[src/hw/rtl/fabd_pkg.sv]
package fabd_pkg;

	localparam int OUT_LANES = 4;
	localparam int LANE_CNT_BITS = 3;
	localparam int QDEPTH = 4;

	localparam logic [3:0] ST_RUN    = 4'd0;
	localparam logic [3:0] ST_OK     = 4'd1;
	localparam logic [3:0] ST_SHORT  = 4'd2;
	localparam logic [3:0] ST_MAGIC  = 4'd3;
	localparam logic [3:0] ST_SHIFT  = 4'd4;
	localparam logic [3:0] ST_TRUNC  = 4'd5;
	localparam logic [3:0] ST_LITOVF = 4'd6;
	localparam logic [3:0] ST_RANGE  = 4'd7;
	localparam logic [3:0] ST_SIZE   = 4'd8;

	localparam logic [3:0] PH_CMD       = 4'd0;
	localparam logic [3:0] PH_REF_LO    = 4'd1;
	localparam logic [3:0] PH_REF_HI    = 4'd5;
	localparam logic [3:0] PH_LIT       = 4'd9;
	localparam logic [3:0] PH_SHORT_OFS = 4'd10;
	localparam logic [3:0] PH_LONG_A    = 4'd11;
	localparam logic [3:0] PH_LONG_B    = 4'd12;
	localparam logic [3:0] PH_EXT_LEN   = 4'd13;

	localparam logic [7:0] MAGIC_0 = 8'h46;
	localparam logic [7:0] MAGIC_1 = 8'h41;
	localparam logic [7:0] MAGIC_2 = 8'h42;

	localparam logic [7:0] SHIFT_MIN = 8'd10;
	localparam logic [7:0] SHIFT_END = 8'd14;

	localparam logic [4:0] FLAG_WORD_BITS = 5'd16;

	typedef struct packed {
		logic [7:0] in_byte;
		logic       last_byte;
	} in_item_t;

	typedef struct packed {
		logic [31:0] out_bytes;
		logic [2:0]  byte_count;
		logic [3:0]  status;
		logic        end_of_run;
	} out_item_t;

	typedef struct packed {
		logic        is_copy;
		logic [7:0]  lit_byte;
		logic [16:0] offset;
		logic [8:0]  n;
		logic [3:0]  status;
	} job_t;

	typedef struct packed {
		logic [3:0]  phase;
		logic [16:0] flags;
		logic [4:0]  frem;
		logic [2:0]  slen;
		logic [3:0]  status;
	} dec_t;

	function automatic dec_t decode_f(
		input logic [1:0]  s0,
		input logic        pre_v0,
		input logic        pre_b,
		input logic [3:0]  ph0,
		input logic [16:0] fl0,
		input logic [4:0]  fr0,
		input logic [2:0]  sl0,
		input logic        ovf
	);
		dec_t       r;
		logic [1:0] s;
		logic       pv;
		logic       done;
		logic       bit_v;
		r.phase = ph0;
		r.flags = fl0;
		r.frem = fr0;
		r.slen = sl0;
		r.status = ST_RUN;
		s = s0;
		pv = pre_v0;
		done = 1'b0;
		bit_v = 1'b0;
		for (int i = 0; i < 5; i++) begin
			if (!done) begin
				if (pv) begin
					bit_v = pre_b;
					pv = 1'b0;
				end else if (r.frem <= 5'd1) begin
					r.frem = 5'd0;
					r.phase = PH_REF_LO + {2'b00, s};
					done = 1'b1;
				end else begin
					r.frem = r.frem - 5'd1;
					bit_v = r.flags[0];
					r.flags = {1'b0, r.flags[16:1]};
				end
				if (!done) begin
					case (s)
						2'd0: begin
							if (bit_v) begin
								if (ovf) r.status = ST_LITOVF;
								else r.phase = PH_LIT;
								done = 1'b1;
							end else begin
								s = 2'd1;
							end
						end
						2'd1: begin
							if (bit_v) begin
								r.phase = PH_LONG_A;
								done = 1'b1;
							end else begin
								s = 2'd2;
							end
						end
						2'd2: begin
							r.slen = {1'b0, bit_v, 1'b0};
							s = 2'd3;
						end
						default: begin
							r.slen = r.slen | {2'b00, bit_v};
							r.phase = PH_SHORT_OFS;
							done = 1'b1;
						end
					endcase
				end
			end
		end
		return r;
	endfunction

endpackage

[src/hw/rtl/fabd_queue.sv]
module fabd_queue (
	input  logic           clk,
	input  logic           arst_n,
	input  logic           push,
	input  fabd_pkg::job_t din,
	output logic           full,
	input  logic           pop,
	output logic           empty,
	output fabd_pkg::job_t dout
);

	localparam int PW = $clog2(fabd_pkg::QDEPTH);

	fabd_pkg::job_t mem_q [fabd_pkg::QDEPTH];
	logic [PW-1:0]  wr_q;
	logic [PW-1:0]  rd_q;
	logic [PW:0]    cnt_q;

	assign full = (cnt_q == (PW+1)'(fabd_pkg::QDEPTH));
	assign empty = (cnt_q == '0);
	assign dout = mem_q[rd_q];

	always_ff @(posedge clk) begin
		if (push && !full) mem_q[wr_q] <= din;
	end

	always_ff @(posedge clk or negedge arst_n) begin
		if (!arst_n) begin
			wr_q <= '0;
			rd_q <= '0;
			cnt_q <= '0;
		end else begin
			if (push && !full) wr_q <= wr_q + PW'(1);
			if (pop && !empty) rd_q <= rd_q + PW'(1);
			cnt_q <= cnt_q + (PW+1)'(push && !full) - (PW+1)'(pop && !empty);
		end
	end

endmodule

[config.mk]
export PLATFORM = sky130hd
export DESIGN_NAME = fabd_queue
export DESIGN_NICKNAME = d
export VERILOG_FILES = /design/src/hw/rtl/fabd_pkg.sv /design/src/hw/rtl/fabd_queue.sv
export SDC_FILE = /design/constraint.sdc
export NUM_CORES = 1
export LEC_CHECK = 0
export BUFFER_PORTS_ARGS = -buffer_cell sky130_fd_sc_hd__buf_4
export CAP_MARGIN = 20
export CORE_ASPECT_RATIO = 1.4
export CORE_MARGIN = 3
export CORE_UTILIZATION = 55
export CTS_CLUSTER_DIAMETER = 40
export CTS_CLUSTER_SIZE = 28
export DETAILED_ROUTE_END_ITERATION = 12
export HOLD_SLACK_MARGIN = 0.12
export PLACE_DENSITY = 0.77
export SLEW_MARGIN = 25
export SYNTH_ARGS = -nofsm -noshare
export SYNTH_HDL_FRONTEND = slang
export SYNTH_SLANG_ARGS = --single-unit
[constraint.sdc]
create_clock -name clk -period 5 [get_ports clk]
set_clock_uncertainty 0.2 [all_clocks]
set_input_delay 0.25 -clock clk [delete_from_list [all_inputs] [get_ports clk]]
set_output_delay 0.25 -clock clk [all_outputs]
set_load 0.01 [all_outputs]
==> metrics <==
CP max-delay cell=dfrtp_2; Worst EP required=4550 ps; Top Ports=84; Setup crit end kind=output pin; Bufs on Longest Clock Path=2; row cnt=45; P&R area growth vs syn=28.3%; aggregate global routing overflow=0; Multi-input gate area=0.00117 mm2; Fillers=631; Cell Pwr Density=582 mW/mm2; Final setup viols=0; DPL Wire Length=5860 um; Synth top area share=76.2%; drc violations=0; crit-path max cell delay=920 ps; startpoint type of the worst setup path=flip-flop; worst skew pair latency=410 ps; first-pass GRT wire length=16400 um; max-cap viol count=0; die footprint=0.0125 mm2; Avg WL per Cell=19.8 um; beginning of the critical path=rd_q[0]$_DFFE_PN0P_; worst-path cell chain=buf_4, mux4_1, buf_4; Ys Warns=0; largest net degree at the start of global routing=41; Crit Reg-Reg Startpoint=cnt_q[1]$_DFF_PN0_; clk root buf=clkbuf_16; Avg Vias per Cell=5.38; library cells used by synthesis=20; most frequent cells in the layout=156 x edfxtp_1, 84 x buf_4, 43 x dlygate4sd3_1; core area=0.0109 mm2; ANT nets after route=0; Seq/Total Area, Yosys=79.1%; cells after synthesis=245; top cells by area, synth=edfxtp_1 76%, mux4_2 14%, dfrtp_1 2.8%; leakage power=2.77 nW; total CTS buffers=17; Die Y-Extent=131 um; IO buf count=83; ant diodes=0; most common cell after layout, fill and taps aside=edfxtp_1; CTS H-tree lvls=4; Die Wd=95.4 um; Relative slew margins=32.1%; initial antenna violation count=0; starting density of the core=56.6%; Slew @ Worst Pin=1020 ps; part of the cycle the worst path needs=60.7%; final net count=432; Cell Count Post-Placement=461; count of pins over their slew limit=0; via count=2877; Period minus WS final=3030 ps; Setup TNS=0 ps; post_cts resized=0; hold path start=din[27]; WL final=10600 um; final count of hold timing violations=0; arrival time at the worst endpoint=2580 ps; detailed router's first-iteration violation count=149; RSZ-0062 raised after global routing=no; flops & latches, synth=163; outcome=finished, final reports clean; most frequent CP cell=buf_4; maximum vdd drop=0.367 mV; TritonCTS clock tree=built; Post-Synthesis Cell Area=0.00615 mm2; syn_area_per_cell=25.1 um2; final non-filler cell total=535; post-synth top area cell=edfxtp_1; post-route total power=4.59 mW; layout cells sized above 1=39.6%; clk sink count=163; clk slew on worst S/H paths=60 ps; f_max=330 MHz; critical path class=flip-flop to output pin; Syn Nets=295; HP Class=input pin to flip-flop; vias in the first global route=3168; overall fraction of global-route tracks in use=18.4%; FF/Latch Area=0.00486 mm2; CP Max Fanout=25; GPL Wtd Cong=0.700; TritonRoute pass-1 iters=4
## per-layer routing
layer	up-vias	part of all wire (%)	GRT usage (%)
met3	11	4.3	5.71
li1	1309	-	-
met1	1491	40	22.5
met2	66	55	30.8
met4	0	1.1	7.22
met5	-	0	0
## where the power goes
| part | switching (mW) | internal (mW) |
|---|---|---|
| logic | 0.548 | 0.717 |
| clock network | 0.474 | 0.829 |
| registers | 0.218 | 1.81 |
| total | 1.24 | 3.35 |
## registers in the layout, indices dropped and copies added (netlist names)
signal / cells
wr_q: 2
rd_q: 2
mem_q: 156
cnt_q: 3
## repair_timing
item | 4_1_cts | 5_1_grt
endpoints found under the hold margin | 167 | 0
buffers inserted | 0 | 0
hold buffers | 43 | 0
setup endpoints to repair | 0 | 0
## cell families (layout without fill, tap and decap cells)
group / count (synthesis) / after routing / synth area share [%]
AO/OA/AOI/OAI: 4 / 4 / 0.509
adder cells (fa/ha/maj): 7 / 7 / 1.55
buffers and inverters: 15 / 164 / 2.18
flip-flops: 163 / 163 / 79.1
XOR/XNOR: 4 / 4 / 0.570
multiplexers: 39 / 39 / 14.3
AND/OR/NAND/NOR: 13 / 13 / 1.79
## critical path, delay by kind of cell (launching register included)
kind	cells	cell delay [ps]
DFF	1	920
buffers and inverters	2	630
muxes	1	600
## cell type report
| type | count | area share, % |
|---|---|---|
| multi-input combinational | 67 | 14.8 |
| inverter | 6 | 0.286 |
| sequential | 163 | 61.6 |
| clock buffer | 20 | 5.54 |
| clock inverter | 11 | 2.03 |
| tap | 141 | 2.24 |
| timing repair buffer | 127 | 13.5 |
## path summary, 6_finish.rpt
path	endpoint	slack [ps]	cells past startpoint
worst min register to register	wr_q[1]$_DFFE_PN0P_	420	2
min in group asynchronous	wr_q[1]$_DFFE_PN0P_	640	3
worst max-delay path	dout[35]	1970	3
worst min-delay path	mem_q[0][27]$_DFFE_PP_	390	2
worst max register to register	cnt_q[2]$_DFF_PN0_	2460	8
max in group asynchronous	rd_q[0]$_DFFE_PN0P_	3680	3
## cell usage after synthesis
cell type,count
ha_1,6
buf_6,1
buf_2,4
nand2_1,1
o211ai_1,2
o31ai_1,1
nor3b_4,1
mux4_1,1
edfxtp_1,156
buf_12,4
dfrtp_1,7
nand2b_1,4
o311ai_0,1
fa_1,1
nor3_1,1
mux4_2,38
and3b_1,4
xnor2_1,4
inv_1,6
nand4bb_1,2
## per-stage QoR
step           cell area (um2)  hold WS, ps  setup WS (ps)  utilization (%)
2_1_floorplan             6150         -246           2720                -
6_report                  7890          387           1970             72.6
5_1_grt                   7890          374           1780             72.6
3_5_place_dp              6860         -127           2310             63.1
4_1_cts                   7880          366           1870             72.5
3_3_place_gp              6850         -128           2330             63.0
(Power assumes the default switching activity.)
