$ cat config.mk
export PLATFORM = sky130hd
export DESIGN_NAME = fabd_front
export DESIGN_NICKNAME = d
export VERILOG_FILES = /design/src/hw/rtl/fabd_pkg.sv /design/src/hw/rtl/fabd_front.sv
export SDC_FILE = /design/constraint.sdc
export NUM_CORES = 1
export LEC_CHECK = 0
export ABC_AREA = 1
export BUFFER_PORTS_ARGS = -buffer_cell sky130_fd_sc_hd__buf_2
export CORE_MARGIN = 5
export CORE_UTILIZATION = 35
export CTS_BUF_LIST = sky130_fd_sc_hd__clkbuf_16
export DETAILED_ROUTE_END_ITERATION = 12
export GPL_ROUTABILITY_DRIVEN = 0
export PLACE_DENSITY_LB_ADDON = 0.15
export SYNTH_ARGS = -nofsm -noshare
export SYNTH_HDL_FRONTEND = slang
export SYNTH_SLANG_ARGS = --single-unit
$ cat constraint.sdc
create_clock -name clk -period 16.75 [get_ports clk]
set_input_delay 3.35 -clock clk [delete_from_list [all_inputs] [get_ports clk]]
set_output_delay 3.35 -clock clk [all_outputs]
set_load 0.1 [all_outputs]
$ cat src/hw/rtl/fabd_pkg.sv
package fabd_pkg;

	localparam int OUT_LANES = 4;
	localparam int LANE_CNT_BITS = 3;
	localparam int QDEPTH = 4;

	localparam logic [3:0] ST_RUN    = 4'd0;
	localparam logic [3:0] ST_OK     = 4'd1;
	localparam logic [3:0] ST_SHORT  = 4'd2;
	localparam logic [3:0] ST_MAGIC  = 4'd3;
	localparam logic [3:0] ST_SHIFT  = 4'd4;
	localparam logic [3:0] ST_TRUNC  = 4'd5;
	localparam logic [3:0] ST_LITOVF = 4'd6;
	localparam logic [3:0] ST_RANGE  = 4'd7;
	localparam logic [3:0] ST_SIZE   = 4'd8;

	localparam logic [3:0] PH_CMD       = 4'd0;
	localparam logic [3:0] PH_REF_LO    = 4'd1;
	localparam logic [3:0] PH_REF_HI    = 4'd5;
	localparam logic [3:0] PH_LIT       = 4'd9;
	localparam logic [3:0] PH_SHORT_OFS = 4'd10;
	localparam logic [3:0] PH_LONG_A    = 4'd11;
	localparam logic [3:0] PH_LONG_B    = 4'd12;
	localparam logic [3:0] PH_EXT_LEN   = 4'd13;

	localparam logic [7:0] MAGIC_0 = 8'h46;
	localparam logic [7:0] MAGIC_1 = 8'h41;
	localparam logic [7:0] MAGIC_2 = 8'h42;

	localparam logic [7:0] SHIFT_MIN = 8'd10;
	localparam logic [7:0] SHIFT_END = 8'd14;

	localparam logic [4:0] FLAG_WORD_BITS = 5'd16;

	typedef struct packed {
		logic [7:0] in_byte;
		logic       last_byte;
	} in_item_t;

	typedef struct packed {
		logic [31:0] out_bytes;
		logic [2:0]  byte_count;
		logic [3:0]  status;
		logic        end_of_run;
	} out_item_t;

	typedef struct packed {
		logic        is_copy;
		logic [7:0]  lit_byte;
		logic [16:0] offset;
		logic [8:0]  n;
		logic [3:0]  status;
	} job_t;

	typedef struct packed {
		logic [3:0]  phase;
		logic [16:0] flags;
		logic [4:0]  frem;
		logic [2:0]  slen;
		logic [3:0]  status;
	} dec_t;

	function automatic dec_t decode_f(
		input logic [1:0]  s0,
		input logic        pre_v0,
		input logic        pre_b,
		input logic [3:0]  ph0,
		input logic [16:0] fl0,
		input logic [4:0]  fr0,
		input logic [2:0]  sl0,
		input logic        ovf
	);
		dec_t       r;
		logic [1:0] s;
		logic       pv;
		logic       done;
		logic       bit_v;
		r.phase = ph0;
		r.flags = fl0;
		r.frem = fr0;
		r.slen = sl0;
		r.status = ST_RUN;
		s = s0;
		pv = pre_v0;
		done = 1'b0;
		bit_v = 1'b0;
		for (int i = 0; i < 5; i++) begin
			if (!done) begin
				if (pv) begin
					bit_v = pre_b;
					pv = 1'b0;
				end else if (r.frem <= 5'd1) begin
					r.frem = 5'd0;
					r.phase = PH_REF_LO + {2'b00, s};
					done = 1'b1;
				end else begin
					r.frem = r.frem - 5'd1;
					bit_v = r.flags[0];
					r.flags = {1'b0, r.flags[16:1]};
				end
				if (!done) begin
					case (s)
						2'd0: begin
							if (bit_v) begin
								if (ovf) r.status = ST_LITOVF;
								else r.phase = PH_LIT;
								done = 1'b1;
							end else begin
								s = 2'd1;
							end
						end
						2'd1: begin
							if (bit_v) begin
								r.phase = PH_LONG_A;
								done = 1'b1;
							end else begin
								s = 2'd2;
							end
						end
						2'd2: begin
							r.slen = {1'b0, bit_v, 1'b0};
							s = 2'd3;
						end
						default: begin
							r.slen = r.slen | {2'b00, bit_v};
							r.phase = PH_SHORT_OFS;
							done = 1'b1;
						end
					endcase
				end
			end
		end
		return r;
	endfunction

endpackage

$ cat src/hw/rtl/fabd_front.sv
module fabd_front #(
	parameter int COUNT_BITS = 24
) (
	input  logic              clk,
	input  logic              arst_n,
	input  logic              push,
	input  fabd_pkg::in_item_t in_data,
	input  logic [23:0]       size_lim,
	input  logic              job_full,
	output logic              job_push,
	output fabd_pkg::job_t    job
);

	logic [2:0]            hdr_pos_q;
	logic [3:0]            phase_q;
	logic [16:0]           flags_q;
	logic [4:0]            frem_q;
	logic [3:0]            shift_q;
	logic [7:0]            ofs_lo_q;
	logic [7:0]            ofs_hi_q;
	logic [2:0]            slen_q;
	logic [COUNT_BITS-1:0] prod_q;
	logic                  closed_q;

	logic [2:0]            n_hdr_pos;
	logic [3:0]            n_phase;
	logic [16:0]           n_flags;
	logic [4:0]            n_frem;
	logic [3:0]            n_shift;
	logic [7:0]            n_ofs_lo;
	logic [7:0]            n_ofs_hi;
	logic [2:0]            n_slen;
	logic [COUNT_BITS-1:0] n_prod;
	logic [3:0]            st;

	logic                  do_copy;
	logic                  do_dec0;
	logic [16:0]           cdist;
	logic [8:0]            clen;
	logic [8:0]            cn;
	logic [31:0]           prod32;
	logic [31:0]           exp32;
	logic [31:0]           room;
	logic [16:0]           fl_tmp;
	logic [7:0]            b;
	fabd_pkg::dec_t        d;

	assign job_push = push && !job_full && !closed_q;
	assign b = in_data.in_byte;

	always_comb begin
		n_hdr_pos = hdr_pos_q;
		n_phase = phase_q;
		n_flags = flags_q;
		n_frem = frem_q;
		n_shift = shift_q;
		n_ofs_lo = ofs_lo_q;
		n_ofs_hi = ofs_hi_q;
		n_slen = slen_q;
		n_prod = prod_q;
		st = fabd_pkg::ST_RUN;
		do_copy = 1'b0;
		do_dec0 = 1'b0;
		cdist = 17'd0;
		clen = 9'd0;
		cn = 9'd0;
		room = 32'd0;
		fl_tmp = 17'd0;
		d = '0;
		prod32 = 32'(prod_q);
		exp32 = {8'd0, size_lim};
		job = '0;

		if (hdr_pos_q < 3'd6) begin
			if (in_data.last_byte && hdr_pos_q < 3'd5) begin
				st = fabd_pkg::ST_SHORT;
			end else begin
				case (hdr_pos_q)
					3'd0: if (b != fabd_pkg::MAGIC_0) st = fabd_pkg::ST_MAGIC;
					3'd1: if (b != fabd_pkg::MAGIC_1) st = fabd_pkg::ST_MAGIC;
					3'd2: if (b != fabd_pkg::MAGIC_2) st = fabd_pkg::ST_MAGIC;
					3'd3: begin
						if (b < fabd_pkg::SHIFT_MIN || b >= fabd_pkg::SHIFT_END)
							st = fabd_pkg::ST_SHIFT;
						else
							n_shift = b[3:0];
					end
					3'd4: n_flags = {9'd0, b};
					default: begin
						n_flags = {1'b0, b, flags_q[7:0]};
						n_frem = fabd_pkg::FLAG_WORD_BITS;
					end
				endcase
			end
			if (st == fabd_pkg::ST_RUN) begin
				n_hdr_pos = hdr_pos_q + 3'd1;
				if (hdr_pos_q == 3'd5) begin
					n_phase = fabd_pkg::PH_CMD;
					do_dec0 = 1'b1;
				end
			end
		end else if (phase_q >= fabd_pkg::PH_REF_LO && phase_q < fabd_pkg::PH_REF_HI) begin
			n_flags = {8'd0, b, flags_q[0]};
			n_phase = phase_q + 4'd4;
		end else if (phase_q >= fabd_pkg::PH_REF_HI && phase_q < fabd_pkg::PH_LIT) begin
			fl_tmp = flags_q | {b, 9'd0};
			d = fabd_pkg::decode_f(2'(phase_q - fabd_pkg::PH_REF_HI), 1'b1, fl_tmp[0],
				phase_q, {1'b0, fl_tmp[16:1]}, fabd_pkg::FLAG_WORD_BITS, slen_q,
				prod32 >= exp32);
			n_phase = d.phase;
			n_flags = d.flags;
			n_frem = d.frem;
			n_slen = d.slen;
			st = d.status;
		end else begin
			case (phase_q)
				fabd_pkg::PH_LIT: begin
					if (prod32 >= exp32) begin
						st = fabd_pkg::ST_LITOVF;
					end else begin
						job.lit_byte = b;
						job.n = 9'd1;
						n_prod = prod_q + COUNT_BITS'(1);
						do_dec0 = 1'b1;
					end
				end
				fabd_pkg::PH_SHORT_OFS: begin
					do_copy = 1'b1;
					cdist = 17'd256 - 17'(b);
					clen = 9'(slen_q) + 9'd2;
				end
				fabd_pkg::PH_LONG_A: begin
					n_ofs_lo = b;
					n_phase = fabd_pkg::PH_LONG_B;
				end
				fabd_pkg::PH_LONG_B: begin
					case (shift_q)
						4'd10: begin
							n_ofs_hi = {6'h3F, b[7:6]};
							clen = {3'd0, b[5:0]};
						end
						4'd11: begin
							n_ofs_hi = {5'h1F, b[7:5]};
							clen = {4'd0, b[4:0]};
						end
						4'd12: begin
							n_ofs_hi = {4'hF, b[7:4]};
							clen = {5'd0, b[3:0]};
						end
						default: begin
							n_ofs_hi = {3'h7, b[7:3]};
							clen = {6'd0, b[2:0]};
						end
					endcase
					if (clen == 9'd0) begin
						n_phase = fabd_pkg::PH_EXT_LEN;
					end else begin
						do_copy = 1'b1;
						clen = clen + 9'd2;
					end
					cdist = 17'h10000 - {1'b0, n_ofs_hi, ofs_lo_q};
				end
				fabd_pkg::PH_EXT_LEN: begin
					if (b == 8'd0) begin
						st = (prod32 == exp32) ? fabd_pkg::ST_OK : fabd_pkg::ST_SIZE;
					end else if (b == 8'd1) begin
						do_dec0 = 1'b1;
					end else begin
						do_copy = 1'b1;
						clen = 9'(b) + 9'd1;
						cdist = 17'h10000 - {1'b0, ofs_hi_q, ofs_lo_q};
					end
				end
				default: do_dec0 = 1'b1;
			endcase
		end

		if (do_copy) begin
			job.is_copy = 1'b1;
			job.offset = cdist;
			room = exp32 - prod32;
			if (32'(cdist) > prod32 || prod32 >= exp32) begin
				cn = 9'd0;
				st = fabd_pkg::ST_RANGE;
			end else if (32'(clen) > room) begin
				cn = room[8:0];
				st = fabd_pkg::ST_RANGE;
			end else begin
				cn = clen;
				do_dec0 = 1'b1;
			end
			job.n = cn;
			n_prod = prod_q + COUNT_BITS'(cn);
		end

		if (do_dec0) begin
			d = fabd_pkg::decode_f(2'd0, 1'b0, 1'b0, n_phase, n_flags, n_frem, n_slen,
				32'(n_prod) >= exp32);
			n_phase = d.phase;
			n_flags = d.flags;
			n_frem = d.frem;
			n_slen = d.slen;
			st = d.status;
		end

		if (st == fabd_pkg::ST_RUN && in_data.last_byte)
			st = (n_phase == fabd_pkg::PH_LIT) ? fabd_pkg::ST_LITOVF : fabd_pkg::ST_TRUNC;
		job.status = st;
	end

	always_ff @(posedge clk or negedge arst_n) begin
		if (!arst_n) begin
			hdr_pos_q <= 3'd0;
			phase_q <= fabd_pkg::PH_CMD;
			flags_q <= 17'd0;
			frem_q <= fabd_pkg::FLAG_WORD_BITS;
			shift_q <= 4'd0;
			ofs_lo_q <= 8'd0;
			ofs_hi_q <= 8'd0;
			slen_q <= 3'd0;
			prod_q <= '0;
			closed_q <= 1'b0;
		end else if (job_push) begin
			hdr_pos_q <= n_hdr_pos;
			phase_q <= n_phase;
			flags_q <= n_flags;
			frem_q <= n_frem;
			shift_q <= n_shift;
			ofs_lo_q <= n_ofs_lo;
			ofs_hi_q <= n_ofs_hi;
			slen_q <= n_slen;
			prod_q <= n_prod;
			closed_q <= (st != fabd_pkg::ST_RUN);
		end
	end

endmodule

==> summary.md, run 1 <==
| Metric | Value |
|---|---|
| Outcome | finished, final reports clean |
| Vias in the first global route | 15541 |
| Worst r2r dst | phase_q[1]$_DFFE_PN0P_ |
| Register area share after synthesis | 13.4% |
| Wirelength per Cell | 18.0 um |
| Hold depth | 2 |
| Tmin final | 15.86 ns |
| Clock Path Buffers | 2 |
| Vias | 16222 |
| DRC violations left | 0 |
| Async S/R FF share, synth | 100% |
| Largest net degree at the start of global routing | 70 |
| Yosys reg bits | 75 |
| Aggregate routed wire length | 53300 um |
| Mapped Cells | about 2400 |
| Share of cells above drive strength 1 | 9.76% |
| Worst EP arrival | 12.51 ns |
| CP required | around 13 ns |
| Pins Over Slew Limit | 0 |
| Critical path type | in2out |
| Startpoint Class | input port |
| Delay-heaviest family, CP | simple AND/OR/NAND/NOR gates |
| Buffers & Inverters on Critical Path | 10 |
| Final Cycle Share | 94.7% |
| Synth cell types | just under 70 |
| Synth Warn # | 0 |
| Initial Util | approximately 35% |
| Vias per cell | 5.47 |
| Worst Reg-to-Reg Cells | 68 |
| Most common cell after layout, fill and taps aside | nand2_1 |
| Hold Path End | shift_q[3]$_DFFE_PN0P_ |
| Max incr delay on CP | 0.41 ns |
| Worst-Margin Slew | about 1.2 ns |
| CTS Sinks | 75 |
| Die area | 44100 um2 |
| Root buffer cell | clkbuf_16 |
| Initial antenna violation count | 0 |
| First-pass GRT wire length | 84300 um |
| Synthesized cell area | 14000 um2 |
| Nets | 2606 |
| CTS Hold Bufs | 0 |
| H-tree levels | 3 |
| Post-route ant nets | 0 |
| Reg clk slew, reported paths | 0.06 ns |
| Final setup fails | 0 |
| R2R Path Start | phase_q[0]$_DFFE_PN0P_ |
| Mean Syn Cell Area | 5.86 um2 |
| Endpoint class of the critical path | primary output |
| # rows | 73 |
| Commonest non-fill, non-tap cells in the layout | nand2_1 (595), inv_1 (349), nor2_1 (228) |
| FMAX | 63.1 MHz |
| Critical Path Stages | 70 |
| Crit-path slowest cell | fa_1 |
| Crit path max fanout | 9 |
| Post-layout util | about two fifths |
| Number of flops mapped to enable cells by yosys | 0 |
| Area growth syn-to-layout | 8.98% |
| Slew HR | 23.0% |
| First DRT Iteration DRCs | 1377 |
| Max_cap viols | 0 |
| DP HPWL | 43400 um |
| Reg-to-reg slack, setup | around 5.7 ns |
| Hold path start | shift_q[3]$_DFFE_PN0P_ |
| Ports | 77 |
| CTS tree | yes |
| Die H | between 200 and 250 um |
| Die width | 210 um |
| Clock Latency Late Sink | 0.37 ns |
| DR pass1 iterations | 5 |
| Final Hold Viols | 0 |
| TritonCTS Buffers | 9 |
| Worst Skew | roughly 0.011 ns |
| Most Frequent Cell on Critical Path | nand2_1 |
| Top FF cell, synth | dfrtp_1 |
| Hold/Removal Path Class | reg2reg |
| GRT Total Usage | 23.5% |
| Core Area | 39600 um2 |
| Grt ovf | 0 |
| I/O Buffers | between 70 and 80 |
| Syn nets | approximately 2600 |
-- layer usage --
metal | vias to the layer above | share of wire [%] | global-route usage (%)
li1 | 8023 | - | -
met1 | 7521 | 45 | 31.2
met2 | 561 | 46 | 39.4
met3 | 117 | 5.6 | 2.99
met4 | 0 | 3.5 | 8.28
met5 | - | 0 | 0
-- registers in the layout, summed over array words and instances, names as in the netlist --
| name | cells |
|---|---|
| closed_q | 1 |
| hdr_pos_q | 3 |
| shift_q | 4 |
| frem_q | 5 |
| phase_q | 4 |
| ofs_hi_q | 6 |
| flags_q | 17 |
| prod_q | 24 |
| ofs_lo_q | 8 |
| slen_q | 3 |
-- worst max path at each step --
stage | start | to | slack [ns]
2_1_floorplan | in_data[1] | job[1] | 1.49
3_3_place_gp | in_data[2] | job[0] | 0.54
3_5_place_dp | in_data[2] | job[0] | 0.23
4_1_cts | in_data[2] | job[0] | 0.21
5_1_grt | in_data[2] | job[0] | -0.04
6_report | in_data[2] | job[0] | 0.89
-- cells in the mapped netlist, types with 6 or more instances --
master     number  share of area [%]
o211ai_1       24                1.3
xor2_1         36                2.3
buf_4           7               0.38
nor4_1         14               0.63
inv_1         347                9.3
nor3_1         42                1.5
nand3_2        11               0.79
nor2_2          7               0.31
o21ai_1        27               0.96
dfrtp_1        74                 13
o21bai_1        7               0.38
a31oi_1        20               0.89
o22ai_1        16               0.71
o31ai_1         6               0.32
nand2_4         6               0.48
o21ai_0       207                7.4
xnor2_1        13               0.81
o2111ai_1       7               0.44
clkinv_1        9               0.24
o21a_1         12               0.64
nand2_2        27                1.2
a21oi_1       119                4.3
inv_2          27               0.72
ha_1          133                 12
nand3_1       149                5.3
nor2_1        231                6.2
o221ai_1       17                1.1
a221oi_1       12               0.75
clkbuf_1       48                1.3
or2_2          13               0.58
nand4_1        29                1.3
nand2_1       596                 16
-- logic make-up (layout without fill, tap and decap cells) --
kind of cell / after synthesis / after routing / share of synthesized area, %
compound gates: 526 / 526 / 22.5
xor+xnor: 49 / 49 / 3.06
fa+ha+maj: 135 / 135 / 12.2
buf+inv: 451 / 499 / 12.5
flops: 75 / 75 / 13.4
mux: 5 / 5 / 0.357
other cells: 0 / 1 / 0
simple gates: 1150 / 1150 / 36.0
-- worst register-to-register path: cells and delay by family (launching register included) --
family | cells | cell delay [ns]
AO/OA/AOI/OAI | 15 | 2.42
adder cells (fa/ha/maj) | 5 | 1.58
buffers and inverters | 11 | 2.20
AND/OR/NAND/NOR | 36 | 4.09
XOR/XNOR | 1 | 0.18
flip-flops | 1 | 0.48
-- per-stage QoR --
stage / std cells / setup TNS, ns / hold WS (ns) / worst slack, ns / instance area (um2)
final: 2965 / 0 / 0.495 / 0.890 / 15300
after global routing: 2964 / -0.0513 / 0.519 / -0.0412 / 15300
after CTS: 2961 / 0 / 0.495 / 0.209 / 15200
after detailed placement: 2945 / 0 / 0.482 / 0.227 / 14900
after global placement: 2945 / 0 / 0.454 / 0.537 / 14900
after floorplan: 2391 / 0 / 0.440 / 1.49 / 14000
-- repair_timing --
action / 4_1_cts / 5_1_grt
setup endpoints to repair: 0 / 2
gates resized for setup: 0 / 14
buffers inserted: 0 / 3
-- layout make-up --
cell class | instances | area (um2)
fillers | 4429 | 24400
clock buffers | 9 | 225
inverters | 384 | 1440
repair buffers | 99 | 577
flip-flops and latches | 75 | 1880
clock inverters | 7 | 61.3
well taps | 525 | 657
diodes | 1 | 2.50
multi-input cells | 1865 | 10400
Power of run 1 is not shown: default switching activity piles up to over one toggle a cycle in this logic, so the estimate is an artifact.
==> inputs of run 2 (changes only) <==
- ABC_AREA: 1 -> unset
- CAP_MARGIN: unset -> 40
==> run 2 against run 1 <==
Synthesized area increased by 0.78%. Global-route usage up 0.68 points. Setup slack got worse by 0.46 ns. Routed wire length up 5.7%. Count of clock-buffer cells in the layout is the same. First-iteration DRC count rose by 16%. Critical path type unchanged. Critical endpoint unchanged.
==> summary.md, run 2 <==
| Metric | Value |
|---|---|
| Initial antenna violation count | 0 (unchanged) |
| Top Layer Used | met4 (unchanged) |
| Ports | 77 (unchanged) |
| Ant diodes | 0 (was 1) |
| Max incr delay on CP | 0.40 ns (was 0.41 ns) |
| Top-count cell post-synth | nor2_1 (was nand2_1) |
| Initial Util | 35.4% (was 35.3%) |
| Final Cell Area | 15800 um2 (was 15300 um2) |
| Dpl cells | 2578 (was 2945) |
| Critical path type | in2out (unchanged) |
| DP Area | 15300 um2 (was 14900 um2) |
| Buffers & Inverters on Critical Path | 11 (was 10) |
| Area contributors post-synth | dfrtp_1 (13%), ha_1 (12%), nor2_1 (5.5%) (was nand2_1 (16%), dfrtp_1 (13%), ha_1 (12%)) |
| First DRT Iteration DRCs | 1592 (was 1377) |
| Most Frequent Cell on Critical Path | a21oi_1 (was nand2_1) |
| Core Area | 39800 um2 (was 39600 um2) |
| Multi-input gate area | 11500 um2 (was 10400 um2) |
| Yosys reg bits | 75 (unchanged) |
| CTS Sinks | 75 (unchanged) |
| TritonCTS Buffers | 9 (unchanged) |
| Startpoint Class | input port (unchanged) |
| Tmin final | 16.32 ns (was 15.86 ns) |
| Hold/Removal Path Class | reg2reg (unchanged) |
| Share of cells above drive strength 1 | 13.3% (was 9.76%) |
| Root buffer cell | clkbuf_16 (unchanged) |
| FMAX | 61.3 MHz (was 63.1 MHz) |
| DR pass1 iterations | 6 (was 5) |
| Storage cell area | 1880 um2 (unchanged) |
| DRC violations left | 0 (unchanged) |
| Pins Over Slew Limit | 0 (unchanged) |
| First-pass GRT wire length | 85700 um (was 84300 um) |
| Vias in the first global route | 14815 (was 15541) |
| Post-synth top cells | nor2_1 (206), nand2_1 (197), a21oi_1 (149) (was nand2_1 (596), inv_1 (347), nor2_1 (231)) |
| Reg clk slew, reported paths | 0.07 ns (was 0.06 ns) |
| Place WS | -0.115 ns (was 0.227 ns) |
| # rows | 73 (unchanged) |
| Fillers | 4271 (was 4429) |
| Async S/R FF share, synth | 100% (unchanged) |
| Area growth syn-to-layout | 11.7% (was 8.98%) |
| CTS tree | yes (unchanged) |
| Mean Syn Cell Area | 7.00 um2 (was 5.86 um2) |
| Register area share after synthesis | 13.3% (was 13.4%) |
| Clock Path Buffers | 2 (unchanged) |
| Reg with most FFs | prod_q (unchanged) |
| Commonest non-fill, non-tap cells in the layout | nor2_1 (205), nand2_1 (197), o21ai_0 (141), a21oi_1 (141), ha_1 (131) (was nand2_1 (595), inv_1 (349), nor2_1 (228)) |
| Most common cell after layout, fill and taps aside | nor2_1 (was nand2_1) |
| Post-route ant nets | 0 (unchanged) |
| Syn nets | 2188 (was 2563) |
| Metal3 WL | 3880 um (was 2990 um) |
| Largest register FFs | 24 (unchanged) |
| CP required | 13.40 ns (about the same) |
| Top FF cell, synth | dfrtp_1 (unchanged) |
| Nets | 2240 (was 2606) |
| Crit-path slowest cell | fa_1 (unchanged) |
| Largest regs | prod_q: 24 flops, flags_q: 17 flops, ofs_lo_q: 8 flops (unchanged) |
| Largest net degree at the start of global routing | 53 (was 70) |
| DP HPWL | 44200 um (was 43400 um) |
| H-tree levels | 3 (unchanged) |
| Final worst slack | 0.429 ns (was 0.890 ns) |
| Aggregate routed wire length | 56300 um (was 53300 um) |
| Max_cap viols | 0 (unchanged) |
| GRT Total Usage | 24.2% (was 23.5%) |
| Top-area cell type share of the netlist area | 13.1% (was 16.0%) |
| Grt ovf | 0 (unchanged) |
| Crit path max fanout | 8 (was 9) |
| Mapped Cells | 2016 (was 2391) |
| Number of flops mapped to enable cells by yosys | 0 (unchanged) |
| WL met1 | 23900 um (about the same) |
| Final setup fails | 0 (unchanged) |
| Final Hold Viols | 0 (unchanged) |
| Vias per cell | 6.11 (was 5.47) |
| Vias | 15875 (was 16222) |
| Post-synthesis cell type with the largest combined area | dfrtp_1 (was nand2_1) |
| Outcome | finished, final reports clean (unchanged) |
| Final Cycle Share | 97.4% (was 94.7%) |
| Die area | 44400 um2 (was 44100 um2) |
| Final std cells w/o fill | 2598 (was 2965) |
| Die width | 211 um (was 210 um) |
| Die H | 211 um (was 210 um) |
| Synthesized cell area | 14100 um2 (was 14000 um2) |
| Delay-heaviest family, CP | compound AO/OA/AOI/OAI gates (was simple AND/OR/NAND/NOR gates) |
| Worst EP arrival | 12.97 ns (was 12.51 ns) |
| I/O Buffers | 76 (unchanged) |
| Wirelength per Cell | 21.7 um (was 18.0 um) |
| Worst-Margin Slew | 0.864 ns (was 1.16 ns) |
| WL met2 | 26400 um (was 24500 um) |
| Synth cell types | 107 (was 69) |
| Clock Latency Late Sink | 0.38 ns (was 0.37 ns) |
| Endpoint class of the critical path | primary output (unchanged) |
| Worst Skew | 0.00900 ns (was 0.0106 ns) |
| CTS Hold Bufs | 0 (unchanged) |
| Synth Warn # | 0 (unchanged) |
| Slew HR | 42.4% (was 23.0%) |
## run 2: logic make-up (layout without fill, tap and decap cells)
logic type,count (synthesis),after routing,synth area share (%)
compound gates,665,665,31.9
xor+xnor,90,90,5.58
fa+ha+maj,135,135,12.1
buf+inv,234,291,6.51
flops,75,75,13.3
mux,58,58,4.37
simple gates,759,759,26.3
## run 2: metal layers
metal / vias up / track usage [%]
met2: 699 / 40.9
met4: 0 / 8.56
met1: 7515 / 31.6
met5: - / 0
met3: 103 / 3.25
li1: 7558 / -
## run 2: final timing paths
path | from | slack, ns | depth (start not counted) | end
setup / recovery | size_lim[0] | 0.43 | 59 | job[0]
hold / removal | prod_q[16]$_DFFE_PN0P_ | 0.48 | 1 | prod_q[16]$_DFFE_PN0P_
setup reg to reg | phase_q[1]$_DFFE_PN0P_ | 5.54 | 56 | phase_q[3]$_DFFE_PN0P_
hold reg to reg | prod_q[16]$_DFFE_PN0P_ | 0.48 | 1 | prod_q[16]$_DFFE_PN0P_
max in group asynchronous | arst_n | 12.79 | 2 | phase_q[2]$_DFFE_PN0P_
min in group asynchronous | arst_n | 2.91 | 1 | ofs_hi_q[1]$_DFFE_PN0P_
## run 2: repair_timing
item / in CTS / in global routing
setup endpoints to repair: 2 / 2
buffers inserted: 0 / 4
gates resized for setup: 3 / 36
pin swaps: 0 / 14
## run 2: area by class of cell
cell class              count  share of cell area, %
flip-flops and latches     75                   11.9
clock inverters             7                  0.421
clock buffers               9                   1.43
inverters                 122                   2.93
well taps                 525                   4.17
multi-input cells        1707                   72.8
repair buffers            153                   6.37
## run 2: through the flow
step                      setup TNS, ns  utilization [%]  hold slack [ns]
after CTS                             0             39.2            0.476
after floorplan                       0                -            0.436
after global routing             -0.426             39.6            0.488
after global placement         -0.00426             38.4            0.467
after detailed placement         -0.115             38.4            0.463
final                                 0             39.6            0.475
## run 2: worst reg2reg max path: cells and delay by family, from the launching register on
family | cells | cell delay, ns
AOI/OAI and AO/OA | 21 | 3.46
xor gates and xnor gates | 1 | 0.13
adders and majority gates | 4 | 1.20
buffers and inverters | 9 | 1.63
DFF | 1 | 0.64
and+or+nand+nor | 21 | 4.07
Power of run 2 is left out for the same reason.
==> inputs of run 3 (changes only) <==
- clock period: 16.75 -> 20.5 ns (I/O delays scaled with it)
==> run 3 against run 2 <==
Critical endpoint unchanged. Cell count decreased by 1.6%. Highest routed layer unchanged. Routed wire length decreased by 0.42%. Register-to-register slack better by 2.9 ns. Count of clock-buffer cells in the layout is the same. Critical path type unchanged. Worst hold slack about the same. First-iteration DRC count down 8.6%. Global-route usage is 0.15 points higher. Via count down 0.93%.
==> summary.md, run 3 (synthesis results as in run 2) <==
| Metric | Value |
|---|---|
| Pins Over Slew Limit | 0 (unchanged) |
| Reg with most FFs | prod_q (unchanged) |
| Largest register FFs | 24 (unchanged) |
| Vias per cell | 6.15 (was 6.11) |
| Hold/Removal Path Class | reg2reg (unchanged) |
| Most Frequent Cell on Critical Path | a21oi_1 (unchanged) |
| Max incr delay on CP | 0.74 ns (was 0.40 ns) |
| Crit path max fanout | 20 (was 8) |
| Post-CTS setup buffers | 0 (unchanged) |
| Area growth syn-to-layout | 8.31% (was 11.7%) |
| Critical path type | in2out (unchanged) |
| I/O Buffers | 76 (unchanged) |
| Post-layout util | 38.4% (was 39.6%) |
| Die area | 44400 um2 (unchanged) |
| Worst EP arrival | 15.09 ns (was 12.97 ns) |
| Largest net degree at the start of global routing | 53 (unchanged) |
| CTS Hold Bufs | 0 (unchanged) |
| Grt ovf | 0 (unchanged) |
| CTS tree | yes (unchanged) |
| Initial Util | 35.4% (unchanged) |
| Final Hold Viols | 0 (unchanged) |
| Share of cells above drive strength 1 | 10.2% (was 13.3%) |
| # rows | 73 (unchanged) |
| TritonCTS Buffers | 9 (unchanged) |
| Aggregate routed wire length | 56100 um (was 56300 um) |
| First DRT Iteration DRCs | 1455 (was 1592) |
| Max_cap viols | 0 (unchanged) |
| DP HPWL | 44200 um (about the same) |
| Worst Skew | 0.0143 ns (was 0.00900 ns) |
| Slew HR | 37.4% (was 42.4%) |
| DRC violations left | 0 (unchanged) |
| Commonest non-fill, non-tap cells in the layout | nor2_1 (206), nand2_1 (197), a21oi_1 (149) (was nor2_1 (205), nand2_1 (197), o21ai_0 (141), a21oi_1 (141), ha_1 (131)) |
| Initial antenna violation count | 1 (was 0) |
| Root buffer cell | clkbuf_16 (unchanged) |
| Fillers | 4320 (was 4271) |
| Die H | 211 um (unchanged) |
| Final Cycle Share | between 90% and 100% |
| CP required | 16.40 ns (was 13.40 ns) |
| DR pass1 iterations | 6 (unchanged) |
| Vias in the first global route | 14765 (was 14815) |
| Outcome | finished, final reports clean (unchanged) |
| First-pass GRT wire length | 86200 um (was 85700 um) |
| Startpoint Class | input port (unchanged) |
| GRT Total Usage | 24.3% (was 24.2%) |
| Vias | 15727 (was 15875) |
| Buffers & Inverters on Critical Path | 5 (was 11) |
| Final setup fails | 0 (unchanged) |
| CTS Sinks | 75 (unchanged) |
| Delay-heaviest family, CP | compound AO/OA/AOI/OAI gates (unchanged) |
| RSZ-0062 raised after global routing | no |
| Wirelength per Cell | 21.9 um (was 21.7 um) |
| Largest regs | prod_q: 24 flops, flags_q: 17 flops, ofs_lo_q: 8 flops (unchanged) |
| Worst-Margin Slew | 0.940 ns (was 0.864 ns) |
| Core Area | 39800 um2 (unchanged) |
| Endpoint class of the critical path | primary output (unchanged) |
| Nets | 2198 (was 2240) |
| H-tree levels | 3 (unchanged) |
| Clock Path Buffers | 2 (unchanged) |
| Clock Latency Late Sink | 0.39 ns (was 0.38 ns) |
| Tmin final | 19.19 ns |
| Crit-path slowest cell | nor2b_1 (was fa_1) |
| Ports | 77 (unchanged) |
| Reg clk slew, reported paths | 0.07 ns (about the same) |
| Fin Setup TNS | 0 ns (unchanged) |
| Die width | 211 um (unchanged) |
| Post-route ant nets | 0 (unchanged) |
| Most common cell after layout, fill and taps aside | nor2_1 (unchanged) |
| Post_cts resized | 0 (was 3) |
| FMAX | approximately 52 MHz |
| Hold slack | 0.475 ns (about the same) |
## run 3: cell types whose count changed in the layout (fill, tap and decap cells not counted), sizes merged
cell	before	now
clkinv	4	6
diode	0	1
clkbuf	11	9
clkinvlp	3	2
buf	151	111
inv	122	121
## run 3: metal layers
layer / up-vias / track usage [%] / routed length (um)
met5: - / 0 / 0
met4: 0 / 10.3 / 2340
met3: 122 / 3.45 / 3710
met2: 677 / 41.1 / 26400
met1: 7450 / 31.0 / 23600
li1: 7478 / - / -
## run 3: metrics by stage
stage,cells,instance area [um2],setup slack (ns)
floorplan,2016,14100,2.36
global placement,2537,15000,1.85
detailed placement,2540,15000,1.60
CTS,2556,15300,1.54
global route,2556,15300,0.463
finish,2557,15300,1.31
## run 3: area by class of cell
type                       count  area [um2]  area share [%]
clock inverter                 7        50.0           0.327
inverter                     122         458            3.00
sequential                    75        1880            12.3
clock buffer                   9         225            1.47
multi-input combinational   1707       11300            74.2
tap                          525         657            4.30
timing repair buffer         111         672            4.39
antenna                        1        2.50          0.0164
## run 3: final timing paths
| path | startpoint | to | slack (ns) | depth (start not counted) |
|---|---|---|---|---|
| min in group asynchronous | arst_n | ofs_hi_q[2]$_DFFE_PN0P_ | 3.68 | 1 |
| worst max register to register | phase_q[1]$_DFFE_PN0P_ | phase_q[3]$_DFFE_PN0P_ | 8.41 | 52 |
| worst min-delay path | prod_q[16]$_DFFE_PN0P_ | prod_q[16]$_DFFE_PN0P_ | 0.48 | 1 |
| worst max-delay path | in_data[1] | job[0] | 1.31 | 56 |
| max in group asynchronous | arst_n | phase_q[1]$_DFFE_PN0P_ | 15.84 | 2 |
| worst min register to register | prod_q[16]$_DFFE_PN0P_ | prod_q[16]$_DFFE_PN0P_ | 0.48 | 1 |
## run 3: worst reg2reg max path, delay by kind of cell, from the launching register on
family                     cells  cell delay (ns)
and+or+nand+nor               24             4.73
buffers and inverters          3             0.76
DFF                            1             0.58
adders and majority gates      5             1.82
xor gates and xnor gates       1             0.18
AOI/OAI and AO/OA             19             3.92
Power of run 3 is left out for the same reason.
